## src/rtl/sgpg_pkg.sv

```systemverilog
// Shared types and constants for the stepper goal pulse generator.
`timescale 1ns / 1ps

package sgpg_pkg;

    localparam int unsigned ActionWidth = 3;
    localparam int unsigned PosWidth = 32;
    localparam int unsigned TickWidth = 16;
    localparam logic [TickWidth-1:0] HalfPeriodReset = 16'd5000;

    typedef enum logic [ActionWidth-1:0] {
        ACT_TICK     = 3'd0,
        ACT_SET_POS  = 3'd1,
        ACT_SET_GOAL = 3'd2,
        ACT_START    = 3'd3,
        ACT_STOP     = 3'd4
    } action_t;

    typedef struct packed {
        logic                       pulse;
        logic                       dir;
        logic signed [PosWidth-1:0] position;
        logic                       running;
        logic                       armed;
    } result_t;

endpackage

```

## src/rtl/sgpg_core.sv

```systemverilog
// Stepper state registers and the next-state logic for one command.
`timescale 1ns / 1ps

module sgpg_core (
    input  logic                                 clk,
    input  logic                                 rst_n,
    input  logic                                 enable,
    input  logic [sgpg_pkg::ActionWidth-1:0]     action,
    input  logic signed [sgpg_pkg::PosWidth-1:0] value,
    input  logic [sgpg_pkg::TickWidth-1:0]       half_period,
    output sgpg_pkg::result_t                    result
);

    logic signed [sgpg_pkg::PosWidth-1:0] pos_reg;
    logic signed [sgpg_pkg::PosWidth-1:0] pos_next;
    logic signed [sgpg_pkg::PosWidth-1:0] goal_reg;
    logic signed [sgpg_pkg::PosWidth-1:0] goal_next;
    logic                                 run_reg;
    logic                                 run_next;
    logic                                 pulse_reg;
    logic                                 pulse_next;
    logic                                 dir_reg;
    logic                                 dir_next;
    logic                                 armed_reg;
    logic                                 armed_next;
    logic [sgpg_pkg::TickWidth-1:0]       cnt_reg;
    logic [sgpg_pkg::TickWidth-1:0]       cnt_next;

    logic [sgpg_pkg::TickWidth-1:0]       cnt_inc;
    logic signed [sgpg_pkg::PosWidth-1:0] pos_up;
    logic signed [sgpg_pkg::PosWidth-1:0] pos_down;
    logic                                 below_goal;
    logic                                 above_goal;
    logic                                 reach_goal;

    assign cnt_inc    = cnt_reg + {{(sgpg_pkg::TickWidth-1){1'b0}}, 1'b1};
    assign pos_up     = pos_reg + 32'sd1;
    assign pos_down   = pos_reg - 32'sd1;
    assign below_goal = pos_reg < goal_reg;
    assign above_goal = pos_reg > goal_reg;
    // After a step the position lands on the goal only when it was one step short of it.
    assign reach_goal = below_goal ? (pos_up == goal_reg)
                      : (above_goal ? (pos_down == goal_reg) : 1'b1);

    always_comb
    begin
        pos_next   = pos_reg;
        goal_next  = goal_reg;
        run_next   = run_reg;
        pulse_next = pulse_reg;
        dir_next   = dir_reg;
        armed_next = armed_reg;
        cnt_next   = cnt_reg;
        case (action)
            sgpg_pkg::ACT_TICK:
            begin
                if (armed_reg)
                begin
                    cnt_next = cnt_inc;
                    if (cnt_inc >= half_period)
                    begin
                        armed_next = 1'b0;
                        pulse_next = !pulse_reg;
                        if (pulse_reg)
                        begin
                            if (below_goal)
                            begin
                                pos_next = pos_up;
                                dir_next = 1'b0;
                            end
                            else if (above_goal)
                            begin
                                pos_next = pos_down;
                                dir_next = 1'b1;
                            end
                            if (run_reg && !reach_goal)
                            begin
                                cnt_next   = '0;
                                armed_next = 1'b1;
                            end
                        end
                        else
                        begin
                            cnt_next   = '0;
                            armed_next = 1'b1;
                        end
                    end
                end
            end
            sgpg_pkg::ACT_SET_POS:
            begin
                pos_next = value;
            end
            sgpg_pkg::ACT_SET_GOAL:
            begin
                goal_next = value;
                if (run_reg && (value != pos_reg))
                begin
                    cnt_next   = '0;
                    armed_next = 1'b1;
                end
            end
            sgpg_pkg::ACT_START:
            begin
                if (!run_reg)
                begin
                    run_next = 1'b1;
                    if (pos_reg != goal_reg)
                    begin
                        cnt_next   = '0;
                        armed_next = 1'b1;
                    end
                end
            end
            sgpg_pkg::ACT_STOP:
            begin
                run_next = 1'b0;
            end
            default:
            begin
            end
        endcase
    end

    always_ff @(posedge clk or negedge rst_n)
    begin
        if (!rst_n)
        begin
            pos_reg   <= '0;
            goal_reg  <= '0;
            run_reg   <= 1'b0;
            pulse_reg <= 1'b0;
            dir_reg   <= 1'b0;
            armed_reg <= 1'b0;
            cnt_reg   <= '0;
        end
        else if (enable)
        begin
            pos_reg   <= pos_next;
            goal_reg  <= goal_next;
            run_reg   <= run_next;
            pulse_reg <= pulse_next;
            dir_reg   <= dir_next;
            armed_reg <= armed_next;
            cnt_reg   <= cnt_next;
        end
    end

    assign result.pulse    = pulse_next;
    assign result.dir      = dir_next;
    assign result.position = pos_next;
    assign result.running  = run_next;
    assign result.armed    = armed_next;

endmodule

```

## src/rtl/stepper_goal_pulse_generator.sv

```systemverilog
// Top level of the stepper goal pulse generator: input, config and result registers.
//
// Channel  Direction  Handshake              Payload
// in       in         in_valid / in_ready    action, position_value
// out      out        out_valid / out_ready  pulse_level, direction_level, position_now,
//                                            is_running, timer_armed
// cfg      in         cfg_valid / cfg_ready  cfg_data (half period in ticks)
//
// Every command or tick is held in the input register until its result is registered in
// the result register, where the result is offered.
// One command is taken every cycle while the result side keeps draining.
// A stalled result holds the result register and the input register fills behind it.
// Reset clears the stepper state and sets the half period to 5000 ticks.
`timescale 1ns / 1ps

module stepper_goal_pulse_generator (
    input  logic                                 clk,
    input  logic                                 rst_n,
    input  logic                                 in_valid,
    output logic                                 in_ready,
    input  logic [sgpg_pkg::ActionWidth-1:0]     action,
    input  logic signed [sgpg_pkg::PosWidth-1:0] position_value,
    output logic                                 out_valid,
    input  logic                                 out_ready,
    output logic                                 pulse_level,
    output logic                                 direction_level,
    output logic signed [sgpg_pkg::PosWidth-1:0] position_now,
    output logic                                 is_running,
    output logic                                 timer_armed,
    input  logic                                 cfg_valid,
    output logic                                 cfg_ready,
    input  logic [sgpg_pkg::TickWidth-1:0]       cfg_data
);

    logic                                 in_valid_reg;
    logic [sgpg_pkg::ActionWidth-1:0]     action_reg;
    logic signed [sgpg_pkg::PosWidth-1:0] value_reg;
    logic [sgpg_pkg::TickWidth-1:0]       half_period_reg;
    logic                                 out_valid_reg;
    sgpg_pkg::result_t                    result_reg;
    sgpg_pkg::result_t                    result_next;
    logic                                 advance;

    assign advance   = in_valid_reg && (!out_valid_reg || out_ready);
    assign in_ready  = !in_valid_reg || advance;
    assign cfg_ready = 1'b1;

    always_ff @(posedge clk or negedge rst_n)
    begin
        if (!rst_n)
        begin
            in_valid_reg    <= 1'b0;
            out_valid_reg   <= 1'b0;
            half_period_reg <= sgpg_pkg::HalfPeriodReset;
        end
        else
        begin
            if (in_ready)
            begin
                in_valid_reg <= in_valid;
            end
            if (advance)
            begin
                out_valid_reg <= 1'b1;
            end
            else if (out_ready)
            begin
                out_valid_reg <= 1'b0;
            end
            if (cfg_valid)
            begin
                half_period_reg <= cfg_data;
            end
        end
    end

    always_ff @(posedge clk)
    begin
        if (in_valid && in_ready)
        begin
            action_reg <= action;
            value_reg  <= position_value;
        end
        if (advance)
        begin
            result_reg <= result_next;
        end
    end

    sgpg_core u_core (
        .clk         (clk),
        .rst_n       (rst_n),
        .enable      (advance),
        .action      (action_reg),
        .value       (value_reg),
        .half_period (half_period_reg),
        .result      (result_next)
    );

    assign out_valid       = out_valid_reg;
    assign pulse_level     = result_reg.pulse;
    assign direction_level = result_reg.dir;
    assign position_now    = result_reg.position;
    assign is_running      = result_reg.running;
    assign timer_armed     = result_reg.armed;

endmodule

```

## config.mk

```make
export PLATFORM = sky130hd
export DESIGN_NAME = stepper_goal_pulse_generator
export DESIGN_NICKNAME = d
export VERILOG_FILES = /design/src/rtl/sgpg_pkg.sv /design/src/rtl/sgpg_core.sv /design/src/rtl/stepper_goal_pulse_generator.sv
export SDC_FILE = /design/constraint.sdc
export NUM_CORES = 1
export LEC_CHECK = 0
export ABC_AREA = 1
export BUFFER_PORTS_ARGS = -buffer_cell sky130_fd_sc_hd__clkbuf_2
export CAP_MARGIN = 20
export CORE_MARGIN = 2
export CORE_UTILIZATION = 60
export CTS_BUF_LIST = sky130_fd_sc_hd__clkbuf_16
export DETAILED_ROUTE_END_ITERATION = 6
export PLACE_DENSITY_LB_ADDON = 0.12
export SLEW_MARGIN = 40
export SYNTH_ARGS = -nofsm -noshare
export SYNTH_HDL_FRONTEND = slang
export SYNTH_SLANG_ARGS = --single-unit
```

## constraint.sdc

```tcl
create_clock -name clk -period 4.99 [get_ports clk]
set_input_delay 1.497 -clock clk [delete_from_list [all_inputs] [get_ports clk]]
set_output_delay 1.497 -clock clk [all_outputs]
set_load 0.01 [all_outputs]
```

==> metrics.cfg, run 1 <==
[worst_setup_path]
reg2reg_depth = 26
cp.required_ns = 5.36
endpoint_kind = flip-flop
reg2reg_slack_ns = 0.60
path_class = reg2reg
crit_slowest_cell = dfrtp_1
cpLargestDelayFamily = simple AND/OR/NAND/NOR gates
crit_arrival_ns = 4.76
timing.rr.end = u_core.pos_reg[16]
path_buf_inv = 3
critPathLaunchType = flip-flop
crit_path_max_incr_delay_ns = 0.39
crit_top_cell = nand2_1
reg2reg_from = u_core.cnt_reg[0]
crit_start = u_core.cnt_reg[0]
crit_path_max_fanout = 11

[sta]
fmax_mhz = 228
period_share_pct = 88.0
max_slew.worst_pin.slew_ns = 0.825
drv_slew = 0
hold_viol = 0
grt_setup_unrepaired = no
setup_tns_ns = 0
min_period_ns = 4.39
setup_viol = 0
fin_skew_ns = 0.0200
max_slew_margin_pct = 45.0

[power]
ir_drop_mv = 0.450
clkPwrFrac_pct = 17.4
total_power_w = 0.00833
power.leakage_nw = 6.56
p_per_area_mw_per_mm2 = 608
switching_share_pct = 50.4
p_comb_share_pct = 51.7
p_int_w = 0.00413
switching_power_w = 0.00420
seqPwrFrac_pct = 30.9

[placement]
portBuffers = 93
place_area_mm2 = 0.0131
place_hpwl_um = 30400
gp_congestion = 1.04
dp_cells = 2106

[finish]
nNetsFinal = 1962
post-route-util_pct = 67.5
layout.cells.non_filler = 2138
area_delta_synth_final_pct = 9.86
stdcell_area_mm2 = 0.0137
fillers = 1780
layout-drive-gt1-share_pct = 9.85
antenna_cells = 0

[synth]
synth_top_cell_by_area = nand2_1
postSynthCellCount = 1796
mappedNetlistArea_mm2 = 0.0125
ys_warn_count = 0
synthAdderAreaFrac_pct = 5.12
synth_top_family_by_area = simple AND/OR/NAND/NOR gates
ys_seq_area_share_pct = 37.6
ys_ff_latch = 173
synth_most_common_cell = nand2_1
yosys.area_share.simple_pct = 34.5
synthMuxAreaShare_pct = 0.0903
synth-edff-count = 71
yosys_most_used_dff = dfrtp_1
yosysUniqueCellTypes = 42
synth_xor_area_share_pct = 3.94
synthTopCellsByArea = nand2_1, dfrtp_1, edfxtp_1
synth_compound_area_share_pct = 10.5
synth_commonest_cells = nand2_1, inv_1, nor2_1, nand3_1, o21ai_0
async_reset_ff_share_pct = 59.0
synth_nets = 1903
syn_avg_cell_area_um2 = 6.94
synth_top_area_share_pct = 19.7

[min_path]
whs_path_depth = 2
hold_start = half_period_reg[12]
worstHoldEndpoint = half_period_reg[12]
hp-class = reg2reg

[detailed_routing]
drt-initial-drc-count = 1178
final_antenna_net_count = 0
routed_wirelength_um = 41000
remaining_drc_errors = 0
drt-pass1-iter-count = 6
wl_per_cell_um = 19.2
dr_total_vias = 12621
vias_per_cell = 5.90

[global_routing]
grt-ovfl-total = 0
antenna_found_initial = 0
grt_pass1_wl_um = 63600
grt_pass1_vias = 11784
track_usage_pct = 37.9
grt_max_degree = 61

[floorplan]
dieArea_mm2 = 0.0220
start_util_pct = 61.4
rows = 52
die_y_um = 148
core_area_mm2 = 0.0203
io-pin-count = 95
die_w_um = 148

[clocking]
cts.root.buffer_cell = clkbuf_16
htreeDepth = 4
clk_pin_slew_worst_paths_ns = 0.07
cts.sinks = 173
cts_made_buffers = 17
cts_buffer_depth = 2
post_cts_buffers = 0
cts_tree = built
clk_latency_ns = 0.45

[flow_run]
cap_viol_max_count = 0

[outcome]
outcome = finished, final reports clean

-- cell type report --
cell class,count,area (µm²),share of cell area (%)
Timing Repair Buffer,111,603,4.40
Sequential cell,173,4690,34.2
Tap cell,270,338,2.47
Clock inverter,15,206,1.51
Clock buffer,17,425,3.11
Multi-Input combinational cell,1374,6760,49.4
Inverter,178,672,4.90
-- how the worst max path moves through the flow --
stage / end / slack, ns / cells past startpoint
2_1_floorplan: position_now[0] / 1.29 / 23
5_1_grt: u_core.pos_reg[18] / 0.15 / 26
3_5_place_dp: u_core.pos_reg[12] / 0.58 / 25
3_3_place_gp: direction_level / 0.83 / 23
6_report: u_core.pos_reg[16] / 0.60 / 26
4_1_cts: u_core.pos_reg[12] / 0.51 / 25
-- layer usage --
metal / track usage, % / vias to the layer above / wire (µm)
met5: 0 / - / 0
met4: 15.4 / 0 / 1510
met3: 6.81 / 109 / 4140
met2: 60.0 / 724 / 18700
met1: 51.9 / 5825 / 16700
li1: - / 5963 / -
-- stage by stage --
stage	hold WS (ns)	setup WS [ns]
detailed placement	0.478	0.580
global placement	0.464	0.829
finish	0.503	0.597
global route	0.524	0.153
floorplan	0.450	1.29
CTS	0.507	0.512
-- power by group through the flow --
stage	Combinational, W	Clock [W]	Sequential (W)
finish	0.00430	0.00145	0.00258
global placement	0.00408	0	0.00257
CTS	0.00421	0.00145	0.00255
global route	0.00479	0.00151	0.00263
floorplan	0.00333	0	0.00220
detailed placement	0.00418	0	0.00257
-- repair_timing --
item | 4_1_cts | 5_1_grt
endpoints found under the setup margin | 0 | 1
resized for setup | 0 | 1
hold buffers | 0 | 0
-- cells in the final DEF, fill, tap and decap left out, types with 16 or more instances in the layout --
| cell type | n |
|---|---|
| inv_1 | 174 |
| nor2_1 | 170 |
| dfrtp_1 | 97 |
| nand4_1 | 32 |
| a21oi_1 | 55 |
| xnor2_1 | 21 |
| buf_4 | 19 |
| nand2_1 | 652 |
| o21ai_0 | 100 |
| nand3_1 | 142 |
| clkbuf_2 | 92 |
| xor2_1 | 30 |
| edfxtp_1 | 71 |
| clkbuf_16 | 17 |
| o211ai_1 | 16 |
| ha_1 | 51 |
-- worst reg2reg max path: cells and delay by family, from the launching register on --
family	cells	cell delay, ns
AOI/OAI and AO/OA	2	0.25
and+or+nand+nor	19	2.78
buffers and inverters	3	0.43
adders and majority gates	1	0.30
xor gates and xnor gates	1	0.18
DFF	1	0.39
-- kinds of logic (layout without fill, tap and decap cells) --
group                    Yosys count  after routing
multiplexers                       1              1
buffers and inverters            249            321
AND/OR/NAND/NOR                 1040           1040
XOR/XNOR                          53             53
flip-flops                       173            173
adder cells (fa/ha/maj)           51             51
other                              1              1
AO/OA/AOI/OAI                    228            228
Note: power is estimated with default switching activity, not from simulation.
==> inputs of run 2 (changes only) <==
BUFFER_PORTS_ARGS = -buffer_cell sky130_fd_sc_hd__buf_2   (was -buffer_cell sky130_fd_sc_hd__clkbuf_2)
TNS_END_PERCENT = 20   (was not set)
==> metrics.cfg, run 2 (same netlist as run 1, synthesis figures left out) <==
[placement]
portBuffers = 93  ; unchanged
place_hpwl_um = 30600  ; +0.88%
gp_congestion = 1.03  ; -1.4%
pre_cts_ws_ns = 0.575  ; -0.00440 ns

[floorplan]
io-pin-count = 95  ; unchanged
start_util_pct = 61.4  ; unchanged
die_w_um = 148  ; unchanged
rows = 52  ; unchanged
dieArea_mm2 = 0.0220  ; unchanged
core_area_mm2 = 0.0203  ; unchanged
die_y_um = 148  ; unchanged

[worst_setup_path]
reg2reg_slack_ns = 0.65  ; +0.05 ns
crit_path_max_fanout = 13  ; +2
path_class = reg2reg
endpoint_kind = flip-flop
critPathLaunchType = flip-flop
crit_arrival_ns = 4.62  ; -0.14 ns
cp.required_ns = 5.27  ; -0.09 ns

[finish]
area_delta_synth_final_pct = 9.56
antenna_cells = 0  ; unchanged
final_cell_mix = nand2_1, inv_1, nor2_1, nand3_1, o21ai_0
layout-drive-gt1-share_pct = 10.0  ; +0.16 points
layout_commonest_cell = nand2_1
nNetsFinal = 1963  ; +0.051%
register_area_mm2 = 0.00469  ; unchanged
fillers = 1780  ; unchanged
multiInputGateArea_mm2 = 0.00676  ; unchanged

[global_routing]
grt_max_degree = 61  ; unchanged
grt-ovfl-total = 0  ; unchanged
grt_pass1_wl_um = 64100  ; +0.80%
track_usage_pct = 38.3  ; +0.35 points
antenna_found_initial = 0  ; unchanged
grt_pass1_vias = 11803  ; +0.16%

[detailed_routing]
routed_wirelength_um = 41200  ; +0.40%
dr_total_vias = 12601  ; -0.16%
vias_per_cell = 5.89  ; -0.21%
final_antenna_net_count = 0  ; unchanged
remaining_drc_errors = 0  ; unchanged
drt-pass1-iter-count = 7  ; +1
wl_per_cell_um = 19.2  ; +0.36%
drt-initial-drc-count = 1280  ; +8.7%

[sta]
fin_skew_ns = 0.0229  ; +0.00285 ns
max_slew_margin_pct = 44.5  ; -0.47 points
setup_viol = 0  ; unchanged
period_share_pct = 86.9  ; -1.1 points
drv_slew = 0  ; unchanged
grt_setup_unrepaired = no
min_period_ns = 4.34  ; -0.0546 ns
hold_viol = 0  ; unchanged
finalWorstSetupSlack_ns = 0.651  ; +0.0546 ns
fmax_mhz = 230  ; +1.3%
setup_tns_ns = 0  ; unchanged
max_slew.worst_pin.slew_ns = 0.832  ; +0.00700 ns

[power]
switching_share_pct = 51.4  ; +0.92 points
switching_power_w = 0.00423  ; +0.68%
clkPwrFrac_pct = 16.1  ; -1.3 points
p_int_w = 0.00401  ; -2.9%
p_comb_share_pct = 52.5  ; +0.8 points
p_per_area_mw_per_mm2 = 603  ; -0.85%
power.leakage_nw = 6.54  ; -0.33%
ir_drop_mv = 0.315  ; -30%
seqPwrFrac_pct = 31.3  ; +0.4 points

[clocking]
clk_latency_ns = 0.45  ; about the same
clk_pin_slew_worst_paths_ns = 0.07  ; about the same
cts_made_buffers = 17  ; unchanged
cts_buffer_depth = 2  ; unchanged
cts_tree = built
cts.sinks = 173  ; unchanged
cts.root.buffer_cell = clkbuf_16
post_cts_buffers = 0  ; unchanged
htreeDepth = 4  ; unchanged

[min_path]
hp-class = reg2reg

[outcome]
outcome = finished, final reports clean

[flow_run]
cap_viol_max_count = 0  ; unchanged

-- run 2: worst paths after layout --
path	from	endpoint	cells after the start
setup / recovery	u_core.cnt_reg[0]	u_core.pos_reg[0]	25
hold / removal	half_period_reg[3]	half_period_reg[3]	2
setup reg to reg	u_core.cnt_reg[0]	u_core.pos_reg[0]	25
hold reg to reg	half_period_reg[3]	half_period_reg[3]	2
max in group asynchronous	rst_n	half_period_reg[3]	3
min in group asynchronous	rst_n	u_core.pos_reg[4]	1
-- run 2: what timing repair did --
action | CTS | global route
endpoints found under the setup margin | 0 | 1
resized for setup | 0 | 1
hold buffers | 0 | 0
-- run 2: final cells by class --
| cell class | count | share of cell area, % |
|---|---|---|
| flip-flops and latches | 173 | 34.3 |
| repair buffers | 112 | 4.56 |
| inverters | 178 | 4.92 |
| clock buffers | 17 | 3.11 |
| clock inverters | 15 | 1.09 |
| well taps | 270 | 2.47 |
| multi-input cells | 1374 | 49.5 |
-- run 2: per-stage QoR --
stage / power, W / cells / instance area (µm²) / hold WS, ns / utilization (%)
5_1_grt: 0.00886 / 2139 / 13700 / 0.520 / 67.3
2_1_floorplan: 0.00553 / 1796 / 12500 / 0.450 / -
4_1_cts: 0.00814 / 2139 / 13700 / 0.492 / 67.3
3_5_place_dp: 0.00678 / 2107 / 13100 / 0.474 / 64.5
6_report: 0.00824 / 2139 / 13700 / 0.494 / 67.3
3_3_place_gp: 0.00666 / 2106 / 13100 / 0.464 / 64.4
-- run 2: critical path, cell delays in order, from the launching register on --
cell and delay, ns:
dfrtp_1 0.38, inv_1 0.09, nor2_1 0.20, nand3_1 0.14, nor2_1 0.20, nand3_1 0.15
nor2_1 0.11, nand2_1 0.08, nor3_1 0.24, nand3_1 0.14, xor2_1 0.18, ha_1 0.30
nand2_1 0.08, inv_1 0.05, nand3_1 0.09, nor3_1 0.22, nand3_1 0.10, nand3_1 0.23
nand2_1 0.13, nor2_2 0.16, nand2_1 0.20, buf_4 0.26, o21ai_0 0.17, nand3_1 0.12
nand2_1 0.07, o21ai_0 0.09
-- run 2: power groups by stage --
stage / Clock [W] / Sequential, W / Combinational, W
6_report: 0.00133 / 0.00258 / 0.00433
5_1_grt: 0.00139 / 0.00264 / 0.00483
4_1_cts: 0.00134 / 0.00255 / 0.00424
3_5_place_dp: 0 / 0.00257 / 0.00421
3_3_place_gp: 0 / 0.00256 / 0.00410
2_1_floorplan: 0 / 0.00220 / 0.00333
-- run 2: routing by layer --
layer / share of wire [%] / up-vias / global-route usage [%]
li1: - / 5982 / -
met1: 40 / 5775 / 51.6
met2: 44 / 723 / 59.3
met3: 11 / 121 / 8.16
met4: 4.7 / 0 / 17.9
met5: 0 / - / 0
==> inputs of run 3 (changes only) <==
CORE_MARGIN = not set   (was 2)
clock period = 5.6 ns   (was 4.99 ns; I/O delays follow)
==> metrics.cfg, run 3 (same netlist as run 1, synthesis figures left out) <==
[detailed_routing]
wl_per_cell_um = 18.6  ; -3.2%
drt-pass1-iter-count = 6  ; -1
remaining_drc_errors = 0  ; unchanged
drt-initial-drc-count = 1270  ; -0.78%
final_antenna_net_count = 0  ; unchanged
routed_wirelength_um = 39800  ; -3.3%
dr_total_vias = 12515  ; -0.68%
vias_per_cell = 5.86  ; -0.54%

[floorplan]
core_area_mm2 = 0.0203  ; unchanged
dieArea_mm2 = 0.0214  ; -2.7%
die_w_um = 146  ; -1.3%
die_y_um = 146  ; -1.3%
rows = 52  ; unchanged
io-pin-count = 95  ; unchanged
start_util_pct = 61.4  ; unchanged

[sta]
min_period_ns = 4.68  ; +0.344 ns
setup_tns_ns = 0  ; unchanged
fin_skew_ns = 0.0179  ; -0.00505 ns
max_slew.worst_pin.slew_ns = 0.847  ; +0.0147 ns
fmax_mhz = 214  ; -7.3%
setup_viol = 0  ; unchanged
drv_slew = 0  ; unchanged
period_share_pct = 83.6  ; -3.3 points
max_slew_margin_pct = 43.5  ; -0.98 points
hold_viol = 0  ; unchanged
grt_setup_unrepaired = no

[clocking]
clk_latency_ns = 0.46  ; about the same
htreeDepth = 4  ; unchanged
clk_pin_slew_worst_paths_ns = 0.07  ; about the same
cts_tree = built
cts.sinks = 173  ; unchanged
cts_made_buffers = 17  ; unchanged
post_cts_buffers = 0  ; unchanged
hold_buffers = 0  ; unchanged
cts_resized = 0  ; unchanged
cts.root.buffer_cell = clkbuf_16
cts_buffer_depth = 2  ; unchanged

[global_routing]
grt_max_degree = 61  ; unchanged
grt-ovfl-total = 0  ; unchanged
antenna_found_initial = 0  ; unchanged
track_usage_pct = 38.1  ; -0.14 points
grt_pass1_vias = 11564  ; -2.0%
grt_pass1_wl_um = 62400  ; -2.6%

[min_path]
hp-class = reg2reg
whs_path_depth = 2  ; unchanged
hold_start = u_core.dir_reg
worstHoldEndpoint = u_core.dir_reg

[worst_setup_path]
path_class = reg2reg
cp.required_ns = 5.96  ; +0.69 ns
reg2reg_depth = 26  ; +4.0%
reg2reg_from = u_core.cnt_reg[0]
endpoint_kind = flip-flop
critPathLaunchType = flip-flop
timing.rr.end = u_core.pos_reg[12]
crit_path_max_fanout = 15  ; +2
reg2reg_slack_ns = 0.92  ; +0.27 ns
crit_arrival_ns = 5.04  ; +0.42 ns

[power]
p_per_area_mw_per_mm2 = 533  ; -12%
p_int_w = 0.00355  ; -11%
p_comb_share_pct = 52.2  ; -0.3 points
switching_power_w = 0.00371  ; -12%
power.leakage_nw = 6.53  ; -0.18%
seqPwrFrac_pct = 31.6  ; +0.3 points
switching_share_pct = 51.1  ; -0.24 points
clkPwrFrac_pct = 16.3  ; +0.2 points
ir_drop_mv = 0.347  ; +10%

[finish]
layout_commonest_cell = nand2_1
layout-drive-gt1-share_pct = 9.75  ; -0.25 points
antenna_cells = 0  ; unchanged
fillers = 1857  ; +4.3%
post-route-util_pct = 67.2  ; -0.14 points
area_delta_synth_final_pct = 9.33
nNetsFinal = 1960  ; -0.15%
final_cell_mix = nand2_1, inv_1, nor2_1, nand3_1, o21ai_0

[placement]
place_hpwl_um = 29200  ; -4.7%
portBuffers = 93  ; unchanged
gp_congestion = 1.06  ; +3.0%

[outcome]
outcome = finished, final reports clean

[flow_run]
cap_viol_max_count = 0  ; unchanged

## run 3: cell types whose count changed in the layout (fill, tap and decap cells not counted), sizes merged
cell and delta:
buf -3, clkinv +6, inv -6
## run 3: worst max-delay path, cell delays in order (launching register included)
cell and delay (ns):
dfrtp_1 0.38, inv_1 0.08, nor2_1 0.19, nand3_1 0.14
nor2_1 0.17, nand3_1 0.13, nor2_1 0.11, nand2_1 0.09
nor3_1 0.23, nand3_1 0.14, xor2_1 0.19, ha_1 0.31
nand2_1 0.07, inv_1 0.05, nand3_1 0.08, nor3_1 0.25
nand3_1 0.12, nand3_1 0.22, nand2_1 0.13, inv_1 0.11
nand2_1 0.06, buf_4 0.21, inv_1 0.54, nand4_1 0.20
nand2_1 0.09, o21ai_0 0.07, o21ai_0 0.20
## run 3: cell type report
| type | count | area [µm²] | share of cell area [%] |
|---|---|---|---|
| flip-flops and latches | 173 | 4690 | 34.4 |
| well taps | 270 | 338 | 2.48 |
| inverters | 178 | 668 | 4.90 |
| repair buffers | 109 | 588 | 4.31 |
| clock buffers | 17 | 425 | 3.12 |
| clock inverters | 15 | 154 | 1.13 |
| multi-input cells | 1374 | 6770 | 49.7 |
## run 3: worst max path at each step
stage	start	endpoint	slack (ns)
6_report	u_core.cnt_reg[0]	u_core.pos_reg[12]	0.92
5_1_grt	u_core.cnt_reg[0]	u_core.pos_reg[1]	0.40
4_1_cts	u_core.cnt_reg[0]	u_core.pos_reg[12]	1.0
3_5_place_dp	u_core.cnt_reg[0]	u_core.pos_reg[12]	1.0
3_3_place_gp	u_core.cnt_reg[2]	direction_level	1.20
2_1_floorplan	u_core.cnt_reg[2]	position_now[0]	1.90
## run 3: routing by layer
metal,track usage (%),routed length [µm],vias up
met5,0,0,-
met4,17.7,1670,0
met3,6.25,4080,100
met2,57.7,17500,713
met1,53.6,16600,5740
li1,-,-,5962
## run 3: power by group through the flow
| stage | logic (W) | clock network (W) | registers [W] |
|---|---|---|---|
| final | 0.00379 | 0.00118 | 0.00229 |
| after global routing | 0.00425 | 0.00124 | 0.00234 |
| after CTS | 0.00371 | 0.00119 | 0.00227 |
| after detailed placement | 0.00368 | 0 | 0.00229 |
| after global placement | 0.00360 | 0 | 0.00229 |
| after floorplan | 0.00296 | 0 | 0.00196 |
## run 3: per-stage QoR
step | cells | power (W) | instance area [µm²] | worst slack, ns | hold WS, ns
floorplan | 1796 | 0.00493 | 12500 | 1.90 | 0.450
global placement | 2104 | 0.00588 | 13000 | 1.20 | 0.463
detailed placement | 2104 | 0.00597 | 13100 | 0.996 | 0.470
CTS | 2136 | 0.00717 | 13600 | 0.996 | 0.489
global route | 2136 | 0.00783 | 13600 | 0.401 | 0.532
finish | 2136 | 0.00726 | 13600 | 0.917 | 0.491
